[src/hdl/srecord_line_loader_defines.svh]
// Assertion shorthands shared by the loader's modules.
`ifndef SRECORD_LINE_LOADER_DEFINES_SVH
`define SRECORD_LINE_LOADER_DEFINES_SVH

// Same-cycle implication, held off while in reset.
`define SLL_ASSERT_IMPL(name, clk, rstn, ante, cons) \
  name: assert property (@(posedge clk) disable iff (!rstn) (ante) |-> (cons)) \
    else $error("sll: property failed");

// Next-cycle implication, held off while in reset.
`define SLL_ASSERT_NEXT(name, clk, rstn, ante, cons) \
  name: assert property (@(posedge clk) disable iff (!rstn) (ante) |=> (cons)) \
    else $error("sll: property failed");

`endif

[src/hdl/sll_pkg.sv]
`default_nettype none

package sll_pkg;

  localparam int unsigned POS_BITS    = 11;
  localparam int unsigned K_BITS      = POS_BITS - 1;
  localparam int unsigned CHAR_BITS   = 8;
  localparam int unsigned DIGIT_BITS  = 6;
  localparam int unsigned BYTE_BITS   = 10;
  localparam int unsigned COUNT_BITS  = 10;
  localparam int unsigned TYPE_BITS   = 6;
  localparam int unsigned DATA_BITS   = 8;
  localparam int unsigned ADDR_BITS   = 32;
  localparam int unsigned SUM_BITS    = 8;
  localparam int unsigned NAB_BITS    = 3;
  localparam int unsigned STATUS_BITS = 2;
  localparam int unsigned CMP_BITS    = ((K_BITS > COUNT_BITS) ? K_BITS : COUNT_BITS) + 1;
  localparam int unsigned LEN_BITS    = (POS_BITS > COUNT_BITS + 2) ? POS_BITS : COUNT_BITS + 2;

  localparam int unsigned REG_ADDR_BITS = 2;
  localparam int unsigned REG_BITS      = 32;
  localparam logic [REG_ADDR_BITS-1:0] REG_FORCED_BASE = 2'd0;

  localparam int unsigned FIFO_DEPTH    = 2;
  localparam int unsigned FIFO_PTR_BITS = $clog2(FIFO_DEPTH);
  localparam int unsigned FIFO_CNT_BITS = $clog2(FIFO_DEPTH + 1);

  localparam logic [POS_BITS-1:0]  POS_MAX   = '1;
  localparam logic [CHAR_BITS-1:0] CHAR_S    = 8'h53;
  localparam logic [CHAR_BITS-1:0] CHAR_LC_F = 8'h66;
  localparam logic [CHAR_BITS-1:0] CHAR_LC_A = 8'h61;
  localparam logic [CHAR_BITS-1:0] CHAR_UC_A = 8'h41;
  localparam logic [CHAR_BITS-1:0] CHAR_ZERO = 8'h30;
  localparam logic [SUM_BITS-1:0]  SUM_GOOD  = 8'hFF;

  localparam logic KIND_WRITE  = 1'b0;
  localparam logic KIND_STATUS = 1'b1;

  localparam logic [STATUS_BITS-1:0] STATUS_OK     = 2'd0;
  localparam logic [STATUS_BITS-1:0] STATUS_LENGTH = 2'd1;
  localparam logic [STATUS_BITS-1:0] STATUS_BAD    = 2'd2;

  localparam logic [TYPE_BITS-1:0] TYPE_S0 = 6'd0;
  localparam logic [TYPE_BITS-1:0] TYPE_S1 = 6'd1;
  localparam logic [TYPE_BITS-1:0] TYPE_S2 = 6'd2;
  localparam logic [TYPE_BITS-1:0] TYPE_S3 = 6'd3;
  localparam logic [TYPE_BITS-1:0] TYPE_S5 = 6'd5;
  localparam logic [TYPE_BITS-1:0] TYPE_S7 = 6'd7;
  localparam logic [TYPE_BITS-1:0] TYPE_S8 = 6'd8;
  localparam logic [TYPE_BITS-1:0] TYPE_S9 = 6'd9;

  typedef enum logic [2:0] {
    OP_NONE,
    OP_START,
    OP_TYPE,
    OP_CNT_HI,
    OP_CNT,
    OP_BYTE
  } cmd_op_e;

  typedef struct packed {
    cmd_op_e               op;
    logic                  is_s;
    logic [BYTE_BITS-1:0]  value;
    logic [K_BITS-1:0]     k;
    logic                  last;
    logic [POS_BITS-1:0]   slen;
  } cmd_t;

  typedef struct packed {
    logic                   kind;
    logic [ADDR_BITS-1:0]   write_address;
    logic [DATA_BITS-1:0]   write_data;
    logic [STATUS_BITS-1:0] status;
    logic [ADDR_BITS-1:0]   record_address;
    logic [COUNT_BITS-1:0]  byte_count;
    logic                   checksum_ok;
    logic [TYPE_BITS-1:0]   record_type;
  } res_t;

  // Lenient hex nibble: characters above 'f' or below '0' read as zero; the gaps between the ranges are not rejected.
  function automatic logic [DIGIT_BITS-1:0] digit_value(input logic [CHAR_BITS-1:0] c);
    logic [CHAR_BITS-1:0] d;
    if (c > CHAR_LC_F) begin
      d = '0;
    end else if (c >= CHAR_LC_A) begin
      d = c - CHAR_LC_A + 8'd10;
    end else if (c >= CHAR_UC_A) begin
      d = c - CHAR_UC_A + 8'd10;
    end else if (c >= CHAR_ZERO) begin
      d = c - CHAR_ZERO;
    end else begin
      d = '0;
    end
    return d[DIGIT_BITS-1:0];
  endfunction

  // Address field length in bytes; zero marks an unsupported type.
  function automatic logic [NAB_BITS-1:0] address_bytes(input logic [TYPE_BITS-1:0] t);
    logic [NAB_BITS-1:0] n;
    unique case (t) inside
      TYPE_S0, TYPE_S1, TYPE_S5, TYPE_S9: n = 3'd2;
      TYPE_S2, TYPE_S8:                   n = 3'd3;
      TYPE_S3, TYPE_S7:                   n = 3'd4;
      default:                            n = 3'd0;
    endcase
    return n;
  endfunction

endpackage

`default_nettype wire

[src/hdl/sll_front.sv]
`default_nettype none

module sll_front (
  input  logic                          clk_i,
  input  logic                          rst_ni,
  input  logic                          in_push_i,
  input  logic                          q_full_i,
  input  logic [sll_pkg::CHAR_BITS-1:0] char_code_i,
  input  logic                          last_char_i,
  output logic                          cmd_push_o,
  output sll_pkg::cmd_t                 cmd_o
);
  import sll_pkg::*;

  logic [POS_BITS-1:0]   pos_q, pos_d;
  logic [DIGIT_BITS-1:0] high_q, high_d;
  logic [DIGIT_BITS-1:0] digit;
  logic [BYTE_BITS-1:0]  byte_val;
  logic                  accept;
  logic                  in_range;

  assign accept = in_push_i && !q_full_i;

  always_comb begin
    digit    = digit_value(char_code_i);
    in_range = (pos_q != POS_MAX);
    byte_val = {high_q, 4'b0000} | BYTE_BITS'(digit);

    cmd_o.op    = OP_NONE;
    cmd_o.is_s  = (char_code_i == CHAR_S);
    cmd_o.value = byte_val;
    cmd_o.k     = pos_q[POS_BITS-1:1] - K_BITS'(1);
    cmd_o.last  = last_char_i;
    cmd_o.slen  = in_range ? pos_q + POS_BITS'(1) : POS_MAX;

    // past the length limit the line is only counted out to its last word
    if (in_range) begin
      if (pos_q == POS_BITS'(0)) begin
        cmd_o.op = OP_START;
      end else if (pos_q == POS_BITS'(1)) begin
        cmd_o.op    = OP_TYPE;
        cmd_o.value = BYTE_BITS'(digit);
      end else if (pos_q == POS_BITS'(2)) begin
        cmd_o.op    = OP_CNT_HI;
        cmd_o.value = {digit, 4'b0000};
      end else if (pos_q == POS_BITS'(3)) begin
        cmd_o.op = OP_CNT;
      end else if (pos_q[0]) begin
        cmd_o.op = OP_BYTE;
      end
    end

    if (last_char_i) begin
      pos_d = '0;
    end else if (in_range) begin
      pos_d = pos_q + POS_BITS'(1);
    end else begin
      pos_d = pos_q;
    end

    high_d = (in_range && !pos_q[0]) ? digit : high_q;
  end

  // high digits stay here, but for the count's, sent as OP_CNT_HI; only words the back end acts on are queued
  assign cmd_push_o = accept && (last_char_i || (cmd_o.op != OP_NONE));

  always_ff @(posedge clk_i or negedge rst_ni) begin
    if (!rst_ni) begin
      pos_q  <= '0;
      high_q <= '0;
    end else if (accept) begin
      pos_q  <= pos_d;
      high_q <= high_d;
    end
  end

endmodule

`default_nettype wire

[src/hdl/sll_fifo.sv]
`default_nettype none

`include "srecord_line_loader_defines.svh"

module sll_fifo (
  input  logic          clk_i,
  input  logic          rst_ni,
  input  logic          push_i,
  input  sll_pkg::cmd_t data_i,
  output logic          full_o,
  input  logic          pop_i,
  output logic          valid_o,
  output sll_pkg::cmd_t data_o
);
  import sll_pkg::*;

  cmd_t                     mem_q [FIFO_DEPTH];
  logic [FIFO_PTR_BITS-1:0] wr_ptr_q, wr_ptr_d;
  logic [FIFO_PTR_BITS-1:0] rd_ptr_q, rd_ptr_d;
  logic [FIFO_CNT_BITS-1:0] count_q, count_d;

  assign full_o  = (count_q == FIFO_CNT_BITS'(FIFO_DEPTH));
  assign valid_o = (count_q != '0);
  assign data_o  = mem_q[rd_ptr_q];

  always_comb begin
    wr_ptr_d = wr_ptr_q;
    rd_ptr_d = rd_ptr_q;
    count_d  = count_q;
    if (push_i) begin
      wr_ptr_d = (wr_ptr_q == FIFO_PTR_BITS'(FIFO_DEPTH - 1)) ? '0
                                                              : wr_ptr_q + FIFO_PTR_BITS'(1);
    end
    if (pop_i) begin
      rd_ptr_d = (rd_ptr_q == FIFO_PTR_BITS'(FIFO_DEPTH - 1)) ? '0
                                                              : rd_ptr_q + FIFO_PTR_BITS'(1);
    end
    if (push_i && !pop_i) begin
      count_d = count_q + FIFO_CNT_BITS'(1);
    end else if (pop_i && !push_i) begin
      count_d = count_q - FIFO_CNT_BITS'(1);
    end
  end

  always_ff @(posedge clk_i or negedge rst_ni) begin
    if (!rst_ni) begin
      wr_ptr_q <= '0;
      rd_ptr_q <= '0;
      count_q  <= '0;
    end else begin
      wr_ptr_q <= wr_ptr_d;
      rd_ptr_q <= rd_ptr_d;
      count_q  <= count_d;
    end
  end

  always_ff @(posedge clk_i) begin
    if (push_i) begin
      mem_q[wr_ptr_q] <= data_i;
    end
  end

  `SLL_ASSERT_IMPL(a_no_push_full, clk_i, rst_ni, push_i, !full_o)
  `SLL_ASSERT_IMPL(a_no_pop_empty, clk_i, rst_ni, pop_i, valid_o)
  `SLL_ASSERT_NEXT(a_count_up, clk_i, rst_ni, push_i && !pop_i, count_q == $past(count_q) + 1'b1)

endmodule

`default_nettype wire

[src/hdl/sll_back.sv]
`default_nettype none

`include "srecord_line_loader_defines.svh"

module sll_back (
  input  logic                          clk_i,
  input  logic                          rst_ni,
  input  logic                          cmd_valid_i,
  input  sll_pkg::cmd_t                 cmd_i,
  output logic                          cmd_pop_o,
  input  logic [sll_pkg::ADDR_BITS-1:0] forced_base_i,
  input  logic                          res_pop_i,
  output logic                          res_valid_o,
  output sll_pkg::res_t                 res_o
);
  import sll_pkg::*;

  logic                  start_bad_q, start_bad_d;
  logic [TYPE_BITS-1:0]  type_q, type_d;
  logic [COUNT_BITS-1:0] count_q, count_d;
  logic [ADDR_BITS-1:0]  addr_q, addr_d;
  logic [SUM_BITS-1:0]   sum_q, sum_d;
  logic                  res_valid_q, res_valid_d;
  res_t                  res_q, res_d;

  logic [NAB_BITS-1:0]   nab, nab_l, got, missing;
  logic [CMP_BITS-1:0]   k_c, cnt_c, nab_c, off;
  logic [ADDR_BITS-1:0]  base, waddr, rec_addr;
  logic [LEN_BITS-1:0]   exp_len;
  logic                  wr, produces, out_free, take, len_ok;

  always_comb begin
    nab   = address_bytes(type_q);
    k_c   = CMP_BITS'(cmd_i.k);
    cnt_c = CMP_BITS'(count_q);
    nab_c = CMP_BITS'(nab);
    off   = k_c - nab_c - CMP_BITS'(1);
    base  = (forced_base_i != '0) ? forced_base_i : addr_q;
    waddr = base + ADDR_BITS'(off);

    start_bad_d = start_bad_q;
    type_d      = type_q;
    count_d     = count_q;
    addr_d      = addr_q;
    sum_d       = sum_q;
    wr          = 1'b0;

    unique case (cmd_i.op)
      OP_START: begin
        start_bad_d = !cmd_i.is_s;
        type_d      = '0;
        count_d     = '0;
        addr_d      = '0;
        sum_d       = '0;
      end
      OP_TYPE: begin
        type_d = cmd_i.value[TYPE_BITS-1:0];
      end
      OP_CNT_HI: begin
        count_d = cmd_i.value;
      end
      OP_CNT: begin
        count_d = cmd_i.value;
        sum_d   = sum_q + cmd_i.value[SUM_BITS-1:0];
      end
      OP_BYTE: begin
        if (!start_bad_q && (nab != '0)) begin
          if (k_c <= nab_c) begin
            // decoded bytes may reach ten bits; the top two overlap the shifted field
            addr_d = {addr_q[ADDR_BITS-9:0], 8'h00} | ADDR_BITS'(cmd_i.value);
            sum_d  = sum_q + cmd_i.value[SUM_BITS-1:0];
          end else begin
            wr = (k_c < cnt_c);
            // data bytes and the checksum byte; with no data the checksum sits right
            // after the address
            if ((k_c <= cnt_c) || (k_c == nab_c + CMP_BITS'(1))) begin
              sum_d = sum_q + cmd_i.value[SUM_BITS-1:0];
            end
          end
        end
      end
      default: ;
    endcase

    // end-of-record view uses the state as updated by this word
    nab_l   = address_bytes(type_d);
    got     = (count_d < COUNT_BITS'(nab_l)) ? count_d[NAB_BITS-1:0] : nab_l;
    missing = nab_l - got;
    case (missing)
      3'd0:    rec_addr = addr_d;
      3'd1:    rec_addr = {addr_d[ADDR_BITS-9:0], 8'h00};
      3'd2:    rec_addr = {addr_d[ADDR_BITS-17:0], 16'h0000};
      3'd3:    rec_addr = {addr_d[ADDR_BITS-25:0], 24'h000000};
      default: rec_addr = '0;
    endcase
    exp_len = LEN_BITS'({count_d, 1'b0}) + LEN_BITS'(4);
    len_ok  = (LEN_BITS'(cmd_i.slen) == exp_len);

    res_d = '0;
    if (cmd_i.last) begin
      res_d.kind = KIND_STATUS;
      if (start_bad_d) begin
        res_d.status = STATUS_BAD;
      end else begin
        res_d.byte_count  = count_d;
        res_d.record_type = type_d;
        if (!len_ok) begin
          res_d.status = STATUS_LENGTH;
        end else if (nab_l == '0) begin
          res_d.status = STATUS_BAD;
        end else begin
          res_d.status         = STATUS_OK;
          res_d.record_address = rec_addr;
          res_d.checksum_ok    = (sum_d == SUM_GOOD);
        end
      end
    end else begin
      res_d.kind          = KIND_WRITE;
      res_d.write_address = waddr;
      res_d.write_data    = cmd_i.value[DATA_BITS-1:0];
    end

    // a data byte finished by the line's last character is never sent
    produces = cmd_i.last || wr;
    out_free = !res_valid_q || res_pop_i;
    take     = cmd_valid_i && (out_free || !produces);

    if (take && produces) begin
      res_valid_d = 1'b1;
    end else if (res_pop_i) begin
      res_valid_d = 1'b0;
    end else begin
      res_valid_d = res_valid_q;
    end
  end

  assign cmd_pop_o   = take;
  assign res_valid_o = res_valid_q;
  assign res_o       = res_q;

  always_ff @(posedge clk_i or negedge rst_ni) begin
    if (!rst_ni) begin
      start_bad_q <= 1'b0;
      type_q      <= '0;
      count_q     <= '0;
      addr_q      <= '0;
      sum_q       <= '0;
      res_valid_q <= 1'b0;
    end else begin
      res_valid_q <= res_valid_d;
      if (take) begin
        start_bad_q <= start_bad_d;
        type_q      <= type_d;
        count_q     <= count_d;
        addr_q      <= addr_d;
        sum_q       <= sum_d;
      end
    end
  end

  always_ff @(posedge clk_i) begin
    if (take && produces) begin
      res_q <= res_d;
    end
  end

  `SLL_ASSERT_IMPL(a_take_has_room, clk_i, rst_ni, take && produces, out_free)
  `SLL_ASSERT_IMPL(a_pop_has_word, clk_i, rst_ni, cmd_pop_o, cmd_valid_i)
  `SLL_ASSERT_NEXT(a_hold_result, clk_i, rst_ni, res_valid_q && !res_pop_i,
                   res_valid_q && $stable(res_q))
  `SLL_ASSERT_IMPL(a_write_clean, clk_i, rst_ni,
                   res_valid_q && (res_q.kind == KIND_WRITE),
                   (res_q.status == STATUS_OK) && (res_q.record_address == '0))

endmodule

`default_nettype wire

[src/hdl/srecord_line_loader.sv]
// Channel   Direction  Handshake                     Word
// -------   ---------  ----------------------------  ---------------------------------
// in        sink       push / full                   char_code_i, last_char_i
// out       source     empty / pop                   kind_o ... record_type_o
// cfg       APB slave  psel, penable, pwrite, pready forced_base at byte address 0
//
// One character is taken every cycle while full is low; full rises only when the two-entry command
// queue is occupied because the result register is not being drained.
// A character's word is first written into the command queue, then passes through the record
// engine into the result register, where the result it causes is shown.
// A waiting result does not hold up characters that give no result.
// Reset is asynchronous and active low; there is no clearing pass.
`default_nettype none

module srecord_line_loader (
  input  logic                                clk_i,
  input  logic                                rst_ni,

  input  logic                                push,
  output logic                                full,
  input  logic [sll_pkg::CHAR_BITS-1:0]       char_code_i,
  input  logic                                last_char_i,

  output logic                                empty,
  input  logic                                pop,
  output logic                                kind_o,
  output logic [sll_pkg::ADDR_BITS-1:0]       write_address_o,
  output logic [sll_pkg::DATA_BITS-1:0]       write_data_o,
  output logic [sll_pkg::STATUS_BITS-1:0]     status_o,
  output logic [sll_pkg::ADDR_BITS-1:0]       record_address_o,
  output logic [sll_pkg::COUNT_BITS-1:0]      byte_count_o,
  output logic                                checksum_ok_o,
  output logic [sll_pkg::TYPE_BITS-1:0]       record_type_o,

  input  logic                                psel,
  input  logic                                penable,
  input  logic                                pwrite,
  input  logic [sll_pkg::REG_ADDR_BITS-1:0]   paddr,
  input  logic [sll_pkg::REG_BITS-1:0]        pwdata,
  output logic [sll_pkg::REG_BITS-1:0]        prdata,
  output logic                                pready
);
  import sll_pkg::*;

  logic [ADDR_BITS-1:0] forced_base_q;
  logic                 cmd_push, q_full, cmd_valid, cmd_pop;
  cmd_t                 cmd_in, cmd_out;
  logic                 res_valid, res_pop;
  res_t                 res;

  assign pready = 1'b1;
  assign prdata = (paddr == REG_FORCED_BASE) ? forced_base_q : '0;

  always_ff @(posedge clk_i or negedge rst_ni) begin
    if (!rst_ni) begin
      forced_base_q <= '0;
    end else if (psel && penable && pwrite && (paddr == REG_FORCED_BASE)) begin
      forced_base_q <= pwdata;
    end
  end

  assign full = q_full;

  sll_front u_front (
    .clk_i       (clk_i),
    .rst_ni      (rst_ni),
    .in_push_i   (push),
    .q_full_i    (q_full),
    .char_code_i (char_code_i),
    .last_char_i (last_char_i),
    .cmd_push_o  (cmd_push),
    .cmd_o       (cmd_in)
  );

  sll_fifo u_fifo (
    .clk_i   (clk_i),
    .rst_ni  (rst_ni),
    .push_i  (cmd_push),
    .data_i  (cmd_in),
    .full_o  (q_full),
    .pop_i   (cmd_pop),
    .valid_o (cmd_valid),
    .data_o  (cmd_out)
  );

  assign res_pop = pop && res_valid;

  sll_back u_back (
    .clk_i         (clk_i),
    .rst_ni        (rst_ni),
    .cmd_valid_i   (cmd_valid),
    .cmd_i         (cmd_out),
    .cmd_pop_o     (cmd_pop),
    .forced_base_i (forced_base_q),
    .res_pop_i     (res_pop),
    .res_valid_o   (res_valid),
    .res_o         (res)
  );

  assign empty            = !res_valid;
  assign kind_o           = res.kind;
  assign write_address_o  = res.write_address;
  assign write_data_o     = res.write_data;
  assign status_o         = res.status;
  assign record_address_o = res.record_address;
  assign byte_count_o     = res.byte_count;
  assign checksum_ok_o    = res.checksum_ok;
  assign record_type_o    = res.record_type;

endmodule

`default_nettype wire
[config.mk]
export PLATFORM = sky130hd
export DESIGN_NAME = srecord_line_loader
export DESIGN_NICKNAME = d
export VERILOG_FILES = /design/src/hdl/sll_pkg.sv /design/src/hdl/sll_front.sv /design/src/hdl/sll_fifo.sv /design/src/hdl/sll_back.sv /design/src/hdl/srecord_line_loader.sv
export VERILOG_INCLUDE_DIRS = /design/src /design/src/hdl
export SDC_FILE = /design/constraint.sdc
export NUM_CORES = 1
export LEC_CHECK = 0
export BUFFER_PORTS_ARGS = -buffer_cell sky130_fd_sc_hd__buf_2
export CAP_MARGIN = 20
export CORE_MARGIN = 2
export CORE_UTILIZATION = 50
export CTS_BUF_LIST = sky130_fd_sc_hd__clkbuf_2
export CTS_CLUSTER_SIZE = 10
export DETAILED_ROUTE_END_ITERATION = 6
export PLACE_DENSITY = 0.72
export SETUP_SLACK_MARGIN = 0.3
export SYNTH_ARGS = -nofsm -noshare
export SYNTH_HDL_FRONTEND = slang
export SYNTH_HIERARCHICAL = 1
export SYNTH_SLANG_ARGS = --single-unit
[constraint.sdc]
create_clock -name clk_i -period 17 [get_ports clk_i]
set_clock_uncertainty 0.05 [all_clocks]
set_input_delay 3.4 -clock clk_i [delete_from_list [all_inputs] [get_ports clk_i]]
set_output_delay 3.4 -clock clk_i [all_outputs]
set_load 0.01 [all_outputs]
* After elaboration in Yosys (flattened, before gate mapping) *
Memories as Yosys holds them, arrays and structs flattened.
Index checks and enable logic that the tools add are counted.

storage, ports and cells
  bits in registers = 203
  bits in latches = 0
  bits in writable memories = 72
  bits in read-only memories = 0
  bits of input ports = 50
  output and inout bits = 127
  logic and storage cells = 180
  memories kept = 1

memory list
  name          depth  bits a word  rd ports  clocked after Yosys merged registers in  write ports  RTL line        source
  u_fifo.mem_q  2      36           1         0                                        1            sll_fifo.sv:17  cmd_t mem_q [FIFO_DEPTH];

operators by class
  add/sub/neg operators = 18
  multiply operators = 0
  div/mod/pow operators = 0
  order comparisons = 8
  equal/unequal tests = 31
  shift-type cells = 0
  multiplexer cells = 48
  bitwise gates (word level) = 4
  reduce and logical (&&, ||, !) cells = 49

operator list
  kind                                                  count
  two-way mux 32 bit                                    4
  one-hot mux 32 bit (4 select lines)                   1
  one-hot mux 32 bit (2 select lines)                   1
  two-way mux 10 bit                                    4
  two-way mux 11 bit                                    3
  adder 32 x 11 -> 32 bit                               1
  OR 32 x 10 -> 32 bit                                  1
  nonzero test 32 bit                                   1
  == test 6 x 2 -> 1 bit (second input constant)        4
  == test 6 x 3 -> 1 bit (second input constant)        4
  == test 6 x 4 -> 1 bit (second input constant)        4
  two-way mux 6 bit                                     4
  two-way mux 8 bit                                     3
  one-hot mux 8 bit (3 select lines)                    1
  == test 11 x 2 -> 1 bit (second input constant)       2
  two-way mux 3 bit                                     7
  one-hot mux 10 bit (2 select lines)                   1
  one-hot mux 3 bit (3 select lines)                    2
  >= comparator 8 x 7 -> 1 bit (second input constant)  2
  adder 11 x 3 -> 12 bit (second input constant)        1
  adder 6 x 4 -> 6 bit (second input constant)          2
  == test 11 x 12 -> 1 bit                              1
  == test 3 x 2 -> 1 bit (second input constant)        4
  == test 6 x 1 -> 1 bit (second input constant)        2
  other kinds (43)                                      98

* Longest topological paths before layout *
Gate-level depths: netlist (run 1).

  word-level depth = 14
  gate-level depth with buffers = 27
  mapped depth without buffers = 22

* Modules after synthesis *
Netlist (run 1), hierarchy kept.

modules (own cells, without submodules)
  module               times used  cells each  area each (um2)  seq. area each (um2)
  sll_back             1           1016        10127.2          4214.0
  sll_fifo             1           128         2936.6           2262.2
  sll_front            1           240         1871.8           425.4
  srecord_line_loader  1           109         1595.3           800.8

* Worst setup path after synthesis (run 1) *
No wires, ideal clock.

  path kind = input to register
  from = input pop
  to = register u_back.res_q, in the netlist u_back/res_o[0], enable pin
  setup time = 0.544 ns
  arrival time = 7.958 ns
  required time = 16.406 ns
  path slack = 8.448 ns
  stages on the path = 6
  buffers on the path = 2
  cells stage by stage = and2_1 nand2b_1 o21ai_2 clkbuf_1 clkbuf_1 nor2_1

between the ends
  longest elaborated chain between the ends = 5

ends and longest elaborated chain
  what                  RTL line                   source
  from (decl)           srecord_line_loader.sv:25  input logic pop,
  logical AND 1 bit     srecord_line_loader.sv:86  assign res_pop = pop && res_valid;
  logical OR 1 bit      sll_back.sv:125            out_free = !res_valid_q || res_pop_i;
  logical OR 1 bit      sll_back.sv:126            take = cmd_valid_i && (out_free || !produces);
  logical AND 1 bit     sll_back.sv:126
  logical AND 1 bit     sll_back.sv:162            if (take && produces) begin
  to (signal assigned)  sll_back.sv:163            res_q <= res_d;
  to (decl)             sll_back.sv:24             res_t res_q, res_d;

Every way passes these cells.
A chain may end at the register's enable or synchronous reset.

* Final worst setup path (run 1) *
  from = input paddr[1] (netlist name)
  to = output prdata[30] (netlist name)

between the ends
  longest elaborated chain between the ends = 2

ends and longest elaborated chain
  what                RTL line                   source
  from (decl)         srecord_line_loader.sv:38  input logic [sll_pkg::REG_ADDR_BITS-1:0] paddr,
  zero test 2 bit     srecord_line_loader.sv:52  assign prdata = (paddr == REG_FORCED_BASE) ? forced_base_q : '0;
  two-way mux 32 bit  srecord_line_loader.sv:52
  to (decl)           srecord_line_loader.sv:40  output logic [sll_pkg::REG_BITS-1:0] prdata,

Every way passes these cells.

==> metrics list, run 1 <==
- In the routed design, unresolved DRC markers number 0.
* Asr flop ratio synth: 0.404
- Buffers inserted during clock tree synthesis total 74.
- Skew-Pair Late Insertion Delay: between 800 and 900 ps
- Post-Syn Area per Cell: between 10 and 15 sq um
* Worst-case vdd ir drop: 0.000195 V
- From synthesis to final layout, the design area changed by 10.7%.
- Setup repair after global routing missed its margin: no
* Via count: 12867
* Post-Route Hold Slack: about 440 ps
* Start point of the worst hold path: u_front/high_q[3]
* Maximum clock frequency: roughly 0.12 GHz
- Measured against its own limit, the worst slew margin works out to 0.264.
- Reg2reg end: u_back/res_o[43]
- The pre-antenna-repair detailed-routing pass consisted of 5 iterations.
- DP Wirelength: between 20 and 30 mm
- Master cell of the clock root buffer: sky130_fd_sc_hd__clkbuf_2
- Syn_nets: roughly 1600
- At the worst endpoint, the arrival time is roughly 4600 ps.
* Placed inst area: 17500 sq um
* Cell depth of the worst hold path: 2
- Count of cell types in the netlist: roughly 100
- WS Path Type: input pin to primary output
* Global placement routability congestion: just over 0.9
- At the pin with the least slew margin, the transition time is between 1000 and 1500 ps.
* Post-layout minimum cycle time: between 8000 and 9000 ps
- Syn Std Cell Area: ~17000 sq um
- The number of global-route vias before repair was 12234.
* Number of buffers inserted for hold repair after clock tree synthesis: 0
- Dividing total power by cell area gives a power density of 211 nW/um^2.
- In the final design database the tool counted about 1800 nets.
* R2R depth: 19
- In the finished design, the share of the clock period the worst path needs comes to 0.473.
- By area the synthesized netlist is led by sky130_fd_sc_hd__edfxtp_1 30%, sky130_fd_sc_hd__dfrtp_1 17%, sky130_fd_sc_hd__mux2_4 5.4%.
* Area leader, netlist: sky130_fd_sc_hd__edfxtp_1
- Peak fanout along the critical path: 33
- Status: complete, no violations
- The floorplan step set the die width to 186 um.
- At the worst endpoint, the required time is about 14000 ps.
- The worst hold path terminates at u_front/high_q[3].
* CTS H-Tree Depth: 3
- Number of input and output port buffers inserted: between 150 and 200
* Global-route usage over all layers: 0.241
- STA classifies the critical path startpoint as an input pin.
- TritonCTS built the clock tree.
- The share of the Yosys chip area taken by registers is 0.466.
- Count of final hold-check violations: 0
* Worst reg2reg path startpoint: u_fifo/rd_ptr_q
- Post-detailed-route count of antenna-violating nets: 0
- Sum of internal, switching and leakage power: between 0.003 and 0.004 W
* Maximum number of pins on one net before global-route repair: 80
* Class of the tightest hold or removal check: register to register
* Leak: between 7 and 8 nW
- The floorplan step set the die height to about 190 um.
- Setup slack on the worst reg-to-reg path comes out at 9850 ps.
* Number of rows in the core area: between 60 and 70
* Pins over their slew limit: 0
- Once the clock tree was built, the resizer swapped 0 gates to a different size.
* Final instance area: between 15000 and 20000 sq um
- Fraction of final layout cells sized beyond drive strength 1: 0.263
* Type of element capturing the critical path: primary output
* Core Region: around 33000 sq um
- Clock tree synthesis found a total of 275 sinks.
* Antenna violations before repair: 3
- For this run, the leading register cell type out of synthesis is sky130_fd_sc_hd__edfxtp_1.
- DIE AREA: approximately 35000 sq um
- Clock-pin slew was measured on the worst setup and hold paths at around 70 ps.
- For the final routed database, the setup TNS stands at 0 ps.
- Yosys warning total: 6
- Using the TritonRoute via totals, the vias-per-cell ratio works out to between 5 and 6.
* Total I/O pin count: roughly 180
- Of the post-synthesis cell area, the dominant cell type holds 0.298.
- The cell count after synthesis came out at about 1500.
- First-pass GRT wire length: between 60 and 70 mm
* Filler cell count: approximately 2900
* Final setup violating endpoints: 0
- In this run, the number of DRC markers left after iteration 0 of detailed routing was 1249.
* Effective utilization at floorplan: 0.508
- Wire length per cell after detailed routing: around 19 um
- In this run, synthesis inferred 164 flip-flops with an integrated enable.
- # Post-CTS Setup Buffers: 0
- Number of buffers between clock root and the deepest sink: 3
- Wire length after detailed routing: just over 40 mm
- Max-cap violations in this run came to 0.
- Synth Register Bits: 275
* Total gr overflow: 0
==> logic make-up after synthesis <==
family / Yosys count / synth area share
buffers and inverters: 153 / 0.0491
XOR/XNOR: 70 / 0.0371
AO/OA/AOI/OAI: 394 / 0.175
other: 1 / 0.000227
AND/OR/NAND/NOR: 459 / 0.156
multiplexers: 82 / 0.0696
flip-flops: 275 / 0.466
adder cells (fa/ha/maj): 59 / 0.0465
==> final cells by class <==
type / count / area, sq um / share of cell area
Timing Repair Buffer: 186 / 993 / 0.0543
Inverter: 66 / 248 / 0.0135
Multi-Input combinational cell: 1065 / 8040 / 0.439
Clock inverter: 29 / 219 / 0.0120
Clock buffer: 107 / 536 / 0.0293
Antenna cell: 3 / 7.51 / 0.000410
Sequential cell: 275 / 7700 / 0.421
Tap cell: 442 / 553 / 0.0302
==> state kept, by name (all words and copies together), names as in the netlist, 8 cells and up <==
register,count
u_back/res_o,92
u_back/count_q,10
u_fifo/mem_q,72
u_front/pos_q,11
forced_base_q,32
u_back/sum_q,8
u_back/addr_q,32
==> report_power, final <==
part           switching (W)  total (W)  leakage, nW  internal [W]
logic                0.00136    0.00222         4.14      0.000857
registers           0.000127    0.00114         3.00       0.00101
clock network       0.000276   0.000507        0.552      0.000231
total                0.00176    0.00386         7.69       0.00210
==> placed cells by master, fill, tap and decap left out, types with 59 or more instances in the layout <==
| master | instances |
|---|---|
| sky130_fd_sc_hd__a21oi_1 | 60 |
| sky130_fd_sc_hd__edfxtp_1 | 164 |
| sky130_fd_sc_hd__nand2_1 | 105 |
| sky130_fd_sc_hd__mux2_4 | 59 |
| sky130_fd_sc_hd__clkbuf_2 | 107 |
| sky130_fd_sc_hd__nor2_1 | 82 |
| sky130_fd_sc_hd__inv_1 | 64 |
| sky130_fd_sc_hd__o21ai_0 | 78 |
| sky130_fd_sc_hd__buf_2 | 174 |
| sky130_fd_sc_hd__dfrtp_1 | 110 |
==> synth_stat cells, types with 7 or more instances <==
| library cell | n |
|---|---|
| sky130_fd_sc_hd__nor3_1 | 21 |
| sky130_fd_sc_hd__o21ai_0 | 78 |
| sky130_fd_sc_hd__mux2_4 | 59 |
| sky130_fd_sc_hd__and4_1 | 7 |
| sky130_fd_sc_hd__nor4_1 | 15 |
| sky130_fd_sc_hd__or2_2 | 9 |
| sky130_fd_sc_hd__a211oi_2 | 10 |
| sky130_fd_sc_hd__nor2_1 | 84 |
| sky130_fd_sc_hd__nor2b_1 | 26 |
| sky130_fd_sc_hd__a31o_2 | 11 |
| sky130_fd_sc_hd__buf_2 | 9 |
| sky130_fd_sc_hd__buf_6 | 10 |
| sky130_fd_sc_hd__nand2b_1 | 15 |
| sky130_fd_sc_hd__inv_1 | 64 |
| sky130_fd_sc_hd__nand2_1 | 105 |
| sky130_fd_sc_hd__or3_1 | 19 |
| sky130_fd_sc_hd__and3b_1 | 9 |
| sky130_fd_sc_hd__ha_1 | 55 |
| sky130_fd_sc_hd__xnor2_1 | 35 |
| sky130_fd_sc_hd__a21o_1 | 39 |
| sky130_fd_sc_hd__mux2_2 | 18 |
| sky130_fd_sc_hd__a22o_1 | 23 |
| sky130_fd_sc_hd__a21oi_1 | 60 |
| sky130_fd_sc_hd__clkbuf_1 | 46 |
| sky130_fd_sc_hd__and2_1 | 42 |
| sky130_fd_sc_hd__o31ai_1 | 10 |
| sky130_fd_sc_hd__a211oi_1 | 14 |
| sky130_fd_sc_hd__a32o_1 | 7 |
| sky130_fd_sc_hd__dfrtp_1 | 111 |
| sky130_fd_sc_hd__nor4_2 | 9 |
| sky130_fd_sc_hd__buf_4 | 11 |
| sky130_fd_sc_hd__xor2_1 | 35 |
| sky130_fd_sc_hd__nand4_1 | 17 |
| sky130_fd_sc_hd__nand3_1 | 30 |
| sky130_fd_sc_hd__a221oi_1 | 16 |
| sky130_fd_sc_hd__a211o_1 | 28 |
| sky130_fd_sc_hd__edfxtp_1 | 164 |
| sky130_fd_sc_hd__a22oi_1 | 19 |
==> metal layers <==
layer  wire (um)  vias up  track usage
met4        1300        0        0.103
met3        2610       89       0.0425
met5           0        -            0
li1            -     5991            -
met2       20400      515        0.398
met1       17300     6272        0.312
==> worst max-delay path by stage <==
stage,end,from
global route,prdata[30],paddr[1]
detailed placement,prdata[30],paddr[1]
finish,prdata[30],paddr[1]
CTS,prdata[30],paddr[1]
floorplan,u_back/res_o[0],pop
global placement,prdata[30],paddr[1]
==> metrics by stage <==
step | utilization | worst slack, ps | instances
2_1_floorplan | - | 8450 | 1493
3_3_place_gp | 0.538 | 9060 | 2032
3_5_place_dp | 0.538 | 8950 | 2032
4_1_cts | 0.561 | 8950 | 2168
5_1_grt | 0.562 | 8790 | 2173
6_report | 0.562 | 8960 | 2173
==> critical path, cell delays in order <==
cell and delay (ps):
sky130_fd_sc_hd__buf_2 100, sky130_fd_sc_hd__nor2_2 680, sky130_fd_sc_hd__and2_2 270, sky130_fd_sc_hd__buf_2 130
No activity file was read; power rests on OpenSTA's default activity.
==> run 2: changes to the inputs <==
--- a/config.mk
+++ b/config.mk
@@ -13,7 +13,7 @@
 export CTS_BUF_LIST = sky130_fd_sc_hd__clkbuf_2
 export CTS_CLUSTER_SIZE = 10
 export DETAILED_ROUTE_END_ITERATION = 6
-export PLACE_DENSITY = 0.72
+export PLACE_DENSITY = 0.74
 export SETUP_SLACK_MARGIN = 0.3
 export SYNTH_ARGS = -nofsm -noshare
 export SYNTH_HDL_FRONTEND = slang
==> constraint.sdc (replaced) <==
create_clock -name clk_i -period 6.92 [get_ports clk_i]
set_clock_uncertainty 0.05 [all_clocks]
set_input_delay 1.384 -clock clk_i [delete_from_list [all_inputs] [get_ports clk_i]]
set_output_delay 1.384 -clock clk_i [all_outputs]
set_load 0.01 [all_outputs]
==> metrics list, run 2 (same netlist as run 1, synthesis figures left out) <==
- The floorplan core area is 32500 sq um (unchanged).
- The worst reg-to-reg setup slack is 750 ps (-9100 ps).
* Number of buffers inserted for hold repair after clock tree synthesis: 0 (unchanged)
- Clock buffer count from CTS: 73 (-1.4%)
- The number of endpoints with negative hold slack in the final report was 0 (unchanged).
* DP Wirelength: 30.4 mm (+4.0%)
- The worst hold path begins at u_fifo/count_q[1].
* Ratio of routed vias to standard cells: 5.94 (+0.23%)
- The floorplan die area came to 34500 sq um (unchanged).
- Setup repair after global routing missed its margin: no
* # Post-CTS Setup Buffers: 0 (unchanged)
- Number of input and output port buffers inserted: 175 (unchanged)
- The worst hold path belongs to the class register to register.
- The number of detailed-routing iterations run before antenna repair is 6 (+1).
- Clk network pwr share: 0.123 (-0.008)
* Vias in the first global route: 12298 (+0.52%)
- Final #Nets: 1783 (+0.34%)
- Most frequent cells in the layout: 174 x sky130_fd_sc_hd__buf_2, 164 x sky130_fd_sc_hd__edfxtp_1, 113 x sky130_fd_sc_hd__clkbuf_2
- Maximum clock frequency: 0.162 GHz
- CP startpoint kind: register
* Int Power: 0.00519 W (+150%)
- The maximum vdd drop is 0.000566 V (+190%).
- The final hold slack came to 436 ps (-5.06 ps).
- Iter 0 DRT Violations: 1291 (+3.4%)
- Clock sink total: 275 (unchanged)
* Sequential group share of total power: 0.293 (-0.002)
- After layout, the minimum clock period comes to about 6200 ps.
* Fraction of final layout cells sized beyond drive strength 1: 0.267 (+0.00444)
- The worst setup path is captured at a register.
- The insertion delay to the later sink of the worst-skew pair came to 890 ps (+20 ps).
- The pin count of the biggest net entering global routing is 78 (-2.5%).
- Total Neg Setup Slack: 0 ps (unchanged)
- The normalized max-slew margin was 0.241 (-0.0228).
* Effective utilization at floorplan: 0.508 (unchanged)
* Reg2reg end: u_back/res_o[90]
- Total I/O pin count: 177 (unchanged)
- The number of cells on the worst hold path came to 1 (-1).
- Peak fanout along the critical path: 9 (-73%)
- The overall fraction of global-route tracks in use came to 0.244 (+0.00349).
- Post-cts gate resize count: 0 (unchanged)
- The count of H-tree levels built during CTS is 3 (unchanged).
- The flip-flop count of the largest register, all copies and words added came to 92 (unchanged).
* Net load switching power: 0.00440 W (+150%)
- Worst-case setup margin in the final layout: 749 ps (-8210 ps)
* Pins over their slew limit: 0 (unchanged)
- Via count: 12915 (+0.37%)
- Worst reg2reg path startpoint: u_back/type_q[3]
- The slew at the pin closest to its max-slew limit came to 1110 ps (+33.3 ps).
- R2R depth: 21 (+2)
* P per Cell Area: 524 nW/um^2 (+150%)
- Master cell of the clock root buffer: sky130_fd_sc_hd__clkbuf_2
- The critical path is of the register to register type.
- Leak: 7.71 nW (+0.24%)
* Number of maximum-capacitance violations: 0 (unchanged)
- Fraction of power spent switching nets: 0.459 (+0.00231)
- Wire length per cell after detailed routing: 19.7 um (+3.1%)
- The register clock-pin slew on the reported worst setup and hold paths was 110 ps (+40 ps).
- Antenna violations before repair: 1 (-2)
* Post-detailed-route count of antenna-violating nets: 0 (unchanged)
- Die X: 186 um (unchanged)
- Total gr overflow: 0 (unchanged)
- First-pass GRT wire length: 65.6 mm (+1.0%)
* Wire length after detailed routing: 42.9 mm (+3.2%)
* Required time of the worst setup path: 7450 ps (-6100 ps)
- The library cell used most frequently in the layout, excluding fill and tap cells, is sky130_fd_sc_hd__buf_2.
- Number of rows in the core area: 66 (unchanged)
* Post-route DRC violation count: 0 (unchanged)
- The part of the total power dissipated in combinational logic came to 0.584 (+0.010).
* WHS Endpoint: u_fifo/count_q[1]
* Clock tree from TritonCTS: yes
* Final setup violating endpoints: 0 (unchanged)
* Layout overhead on the synthesized area: 10.7% (about the same)
- Status: complete, no violations
- Place WS: 917 ps (-8030 ps)
- The number of buffers on the longest clock path was 3 (unchanged).
- Y dimension of the die: 186 um (unchanged)
- Final critical-path share of the clock period: 0.892
- Global placement routability congestion: 0.919 (+1.5%)
* Data arrival time of the worst path: 6710 ps (+2120 ps)
-- run 2: how the worst max path moves through the flow --
stage | startpoint | end | depth (start not counted)
2_1_floorplan | u_back/type_q[3] | u_back/res_o[0] | 17
3_3_place_gp | u_fifo/rd_ptr_q | u_back/res_o[47] | 19
3_5_place_dp | u_fifo/rd_ptr_q | u_back/res_o[41] | 20
4_1_cts | u_fifo/rd_ptr_q | u_back/res_o[41] | 20
5_1_grt | u_back/type_q[3] | u_back/res_o[90] | 21
6_report | u_back/type_q[3] | u_back/res_o[90] | 21
-- run 2: power by group through the flow --
stage               clock network, W  registers, W  logic [W]
floorplan                          0       0.00289    0.00405
global placement                   0       0.00283    0.00534
detailed placement                 0       0.00284    0.00550
CTS                          0.00122       0.00281    0.00553
global route                 0.00130       0.00286    0.00609
finish                       0.00118       0.00281    0.00560
-- run 2: area by class of cell --
type                            instances  area (sq um)
Fill cell                            2892         14200
Multi-Input combinational cell       1065          8040
Sequential cell                       275          7700
Timing Repair Buffer                  193          1050
Clock buffer                          113           566
Tap cell                              442           553
Inverter                               66           248
Clock inverter                         21           135
Antenna cell                            1          2.50
-- run 2: layer usage --
metal	up-vias	share of wire	global-route usage
li1	6001	-	-
met1	6294	0.41	0.303
met2	516	0.50	0.419
met3	104	0.065	0.0479
met4	0	0.029	0.0983
met5	-	0	0
-- run 2: worst max-delay path: stages (launching register included) --
cell	delay (ps)
sky130_fd_sc_hd__dfrtp_1	490
sky130_fd_sc_hd__or4_1	580
sky130_fd_sc_hd__ha_1	250
sky130_fd_sc_hd__a21oi_1	150
sky130_fd_sc_hd__nor2_1	60
sky130_fd_sc_hd__nor2_1	80
sky130_fd_sc_hd__nor2_1	50
sky130_fd_sc_hd__or3_1	380
sky130_fd_sc_hd__ha_1	340
sky130_fd_sc_hd__a21oi_1	100
sky130_fd_sc_hd__o21ai_0	410
sky130_fd_sc_hd__nor2_1	100
sky130_fd_sc_hd__xor2_1	160
sky130_fd_sc_hd__ha_1	340
sky130_fd_sc_hd__o21ai_0	100
sky130_fd_sc_hd__nand2b_1	70
sky130_fd_sc_hd__a21oi_1	100
sky130_fd_sc_hd__o311ai_0	820
sky130_fd_sc_hd__nand4_1	540
sky130_fd_sc_hd__nor4b_1	470
sky130_fd_sc_hd__xor2_1	180
sky130_fd_sc_hd__nor2_1	50
-- run 2: per-stage QoR --
step | cells | util | cell area (sq um) | power (W)
2_1_floorplan | 1493 | - | 16500 | 0.00695
6_report | 2176 | 0.562 | 18300 | 0.00959
4_1_cts | 2174 | 0.561 | 18300 | 0.00955
3_5_place_dp | 2040 | 0.540 | 17600 | 0.00834
3_3_place_gp | 2040 | 0.540 | 17600 | 0.00816
5_1_grt | 2176 | 0.562 | 18300 | 0.0103
==> run 3: changes to the inputs <==
--- a/config.mk
+++ b/config.mk
@@ -8,12 +8,15 @@
 export LEC_CHECK = 0
 export BUFFER_PORTS_ARGS = -buffer_cell sky130_fd_sc_hd__buf_2
 export CAP_MARGIN = 20
+export CELL_PAD_IN_SITES_DETAIL_PLACEMENT = 0
+export CELL_PAD_IN_SITES_GLOBAL_PLACEMENT = 2
+export CORE_ASPECT_RATIO = 1.75
 export CORE_MARGIN = 2
-export CORE_UTILIZATION = 50
+export CORE_UTILIZATION = 37
 export CTS_BUF_LIST = sky130_fd_sc_hd__clkbuf_2
 export CTS_CLUSTER_SIZE = 10
 export DETAILED_ROUTE_END_ITERATION = 6
-export PLACE_DENSITY = 0.74
+export PLACE_DENSITY = 0.81
 export SETUP_SLACK_MARGIN = 0.3
 export SYNTH_ARGS = -nofsm -noshare
 export SYNTH_HDL_FRONTEND = slang
==> metrics list, run 3 (same netlist as run 1, synthesis figures left out) <==
- Global placement routability congestion: 0.864 (-6.0%)
- The total via count after detailed routing was 12697 (-1.7%).
- The number of global-route vias before repair is 12844 (+4.4%).
* Status: complete, no violations
* Number of maximum-capacitance violations: 0 (unchanged)
- The flip-flop count of the largest register, all copies and words added came to 92 (unchanged).
- The required time reported for the critical path endpoint was 7540 ps (+90 ps).
* Number of buffers inserted for hold repair after clock tree synthesis: 0 (unchanged)
- The initial cell density of the core is 0.374 (-0.134).
- Final setup violating endpoints: 0 (unchanged)
* Reg2reg end: u_back/res_o[24]
- Post-layout minimum cycle time: 6180 ps (+6.52 ps)
- Crit path largest cell delay: 930 ps (+110 ps)
- The final cell area excluding filler cells was 18500 sq um (+1.1%).
- Setup repair after global routing missed its margin: no
- The final hold slack is 382 ps (-54.4 ps).
- Master cell of the clock root buffer: sky130_fd_sc_hd__clkbuf_2
- The total clock sinks came to 275 (unchanged).
- First-pass GRT wire length: 75.3 mm (+15%)
- Placed inst area: 17800 sq um (+1.1%)
* Final critical-path share of the clock period: 0.893 (+0.000942)
* Number of buffers between clock root and the deepest sink: 3 (unchanged)
* Die X: 164 um (-12%)
- The standby leakage power was 7.69 nW (-0.24%).
* Register-to-register setup slack: 740 ps (about the same)
- Maximum number of pins on one net before global-route repair: 85 (+9.0%)
- Clock tree from TritonCTS: yes
- Y dimension of the die: 284 um (+53%)
* Wire length per cell after detailed routing: 22.0 um (+11%)
- Final #Nets: 1780 (-0.17%)
- The worst setup path is launched from a register.
- Data arrival time of the worst path: 6800 ps (+90 ps)
* Core Region: 44200 sq um (+36%)
- The power per standard cell area was 526 nW/um^2 (+0.42%).
- Count of final hold-check violations: 0 (unchanged)
- The number of cells upsized or downsized after cts was 0 (unchanged).
- The maximum vdd drop came to 0.000517 V (-8.8%).
* Class of the tightest hold or removal check: input pin to async pin
* Antenna violations before repair: 1 (unchanged)
- The count of H-tree levels built during CTS came to 3 (unchanged).
- Number of rows in the core area: 102 (+55%)
* Layout overhead on the synthesized area: 11.8%
- Leaving out fill and tap cells, the most frequent cell in the layout is sky130_fd_sc_hd__buf_2.
* Iter 0 DRT Violations: 653 (-49%)
* Post-route DRC violation count: 0 (unchanged)
* DP Wirelength: 37.7 mm (+24%)
- The number of cells on the worst reg-to-reg path was 20 (-4.8%).
- Peak fanout along the critical path: 54 (+45)
- Slew margin rel.: 0.260 (+0.0190)
* Maximum clock frequency: 0.162 GHz (-0.11%)
- Type of element capturing the critical path: register
* Skew-Pair Late Insertion Delay: 950 ps (+60 ps)
- The floorplan die area came to 46500 sq um (+35%).
- The cell that appears most often on the critical path is sky130_fd_sc_hd__nand2_1.
- Worst Max-Slew Pin Slew: 1110 ps (-2.05 ps)
* Wire length after detailed routing: 50.5 mm (+18%)
* Global-route usage over all layers: 0.215 (-0.0292)
* Critical-path top delay cell: sky130_fd_sc_hd__fa_2
* # Post-CTS Setup Buffers: 0 (unchanged)
- The worst register-to-register path begins at u_fifo/rd_ptr_q.
- Total I/O pin count: 177 (unchanged)
- Pins over their slew limit: 0 (unchanged)
* WS Path Type: register to register
* Total gr overflow: 0 (unchanged)
- Fraction of final layout cells sized beyond drive strength 1: 0.263 (-0.00456)
- Number of input and output port buffers inserted: 175 (unchanged)
- The critical path goes through mux2_4 > and2_0 > o21ai_0 > and2_1 > nand2_1 > nand2_1 > nand2_1 > a21oi_1 > inv_1 > ha_1 > or3b_1 > a2111oi_4 > o211ai_2 > mux2i_1 > ha_1 > inv_1 > fa_2 > buf_4 > nor2_1 > nor4b_2.
- The accumulated negative setup slack came to 0 ps (unchanged).
* Post-detailed-route count of antenna-violating nets: 0 (unchanged)
* DR pass1 iterations: 5 (-1)
- Ratio of routed vias to standard cells: 5.52 (-7.0%)
* Clock transition time at the flip-flop clock pins of the worst setup and hold paths: 120 ps (about the same)
- Most frequent cells in the layout: 174 x sky130_fd_sc_hd__buf_2, 164 x sky130_fd_sc_hd__edfxtp_1, 110 x sky130_fd_sc_hd__dfrtp_1
- The clock buffer count from CTS is 68 (-6.8%).
==> run 3: routing by layer <==
metal	global-route usage	wire, um	part of all wire
met5	0	0	0
met4	0.123	2800	0.055
met3	0.0326	1930	0.038
met2	0.415	28100	0.56
met1	0.212	17700	0.35
==> run 3: worst max path at each step <==
stage / startpoint / endpoint / slack, ps / depth (start not counted)
2_1_floorplan: u_back/type_q[3] / u_back/res_o[0] / 600 / 17
3_3_place_gp: u_fifo/rd_ptr_q / u_back/res_o[21] / 850 / 20
3_5_place_dp: u_fifo/rd_ptr_q / u_back/res_o[24] / 740 / 19
4_1_cts: u_fifo/rd_ptr_q / u_back/res_o[24] / 740 / 19
5_1_grt: u_back/type_q[0] / u_back/res_o[90] / 310 / 22
6_report: u_fifo/rd_ptr_q / u_back/res_o[24] / 740 / 20
==> run 3: final cells by class <==
class / instances / area (sq um)
multi-input cells: 1065 / 8040
diodes: 3 / 7.51
clock inverters: 32 / 239
clock buffers: 92 / 460
fillers: 4332 / 25700
flip-flops and latches: 275 / 7700
repair buffers: 195 / 1070
inverters: 66 / 248
well taps: 572 / 716
==> run 3: through the flow <==
| step | setup WS [ps] | utilization | power [W] | instances |
|---|---|---|---|---|
| 2_1_floorplan | 597 | - | 0.00695 | 1493 |
| 4_1_cts | 744 | 0.418 | 0.00980 | 2296 |
| 5_1_grt | 314 | 0.419 | 0.0105 | 2298 |
| 3_3_place_gp | 850 | 0.402 | 0.00842 | 2172 |
| 6_report | 742 | 0.419 | 0.00973 | 2300 |
| 3_5_place_dp | 736 | 0.402 | 0.00853 | 2172 |
==> run 3: worst max-delay path: cells and delay by family (launching register included) <==
family          cells  cell delay (ps)
simple gates        8             1440
compound gates      4             1160
buf+inv             3              530
mux                 2              770
flops               1              640
fa+ha+maj           3             1300
==> run 3: report_power, final <==
part           internal [W]  switching, W  leakage, nW
clock network      0.000518      0.000699        0.503
registers           0.00249      0.000339         3.00
logic               0.00218       0.00350         4.19
total               0.00519       0.00454         7.69
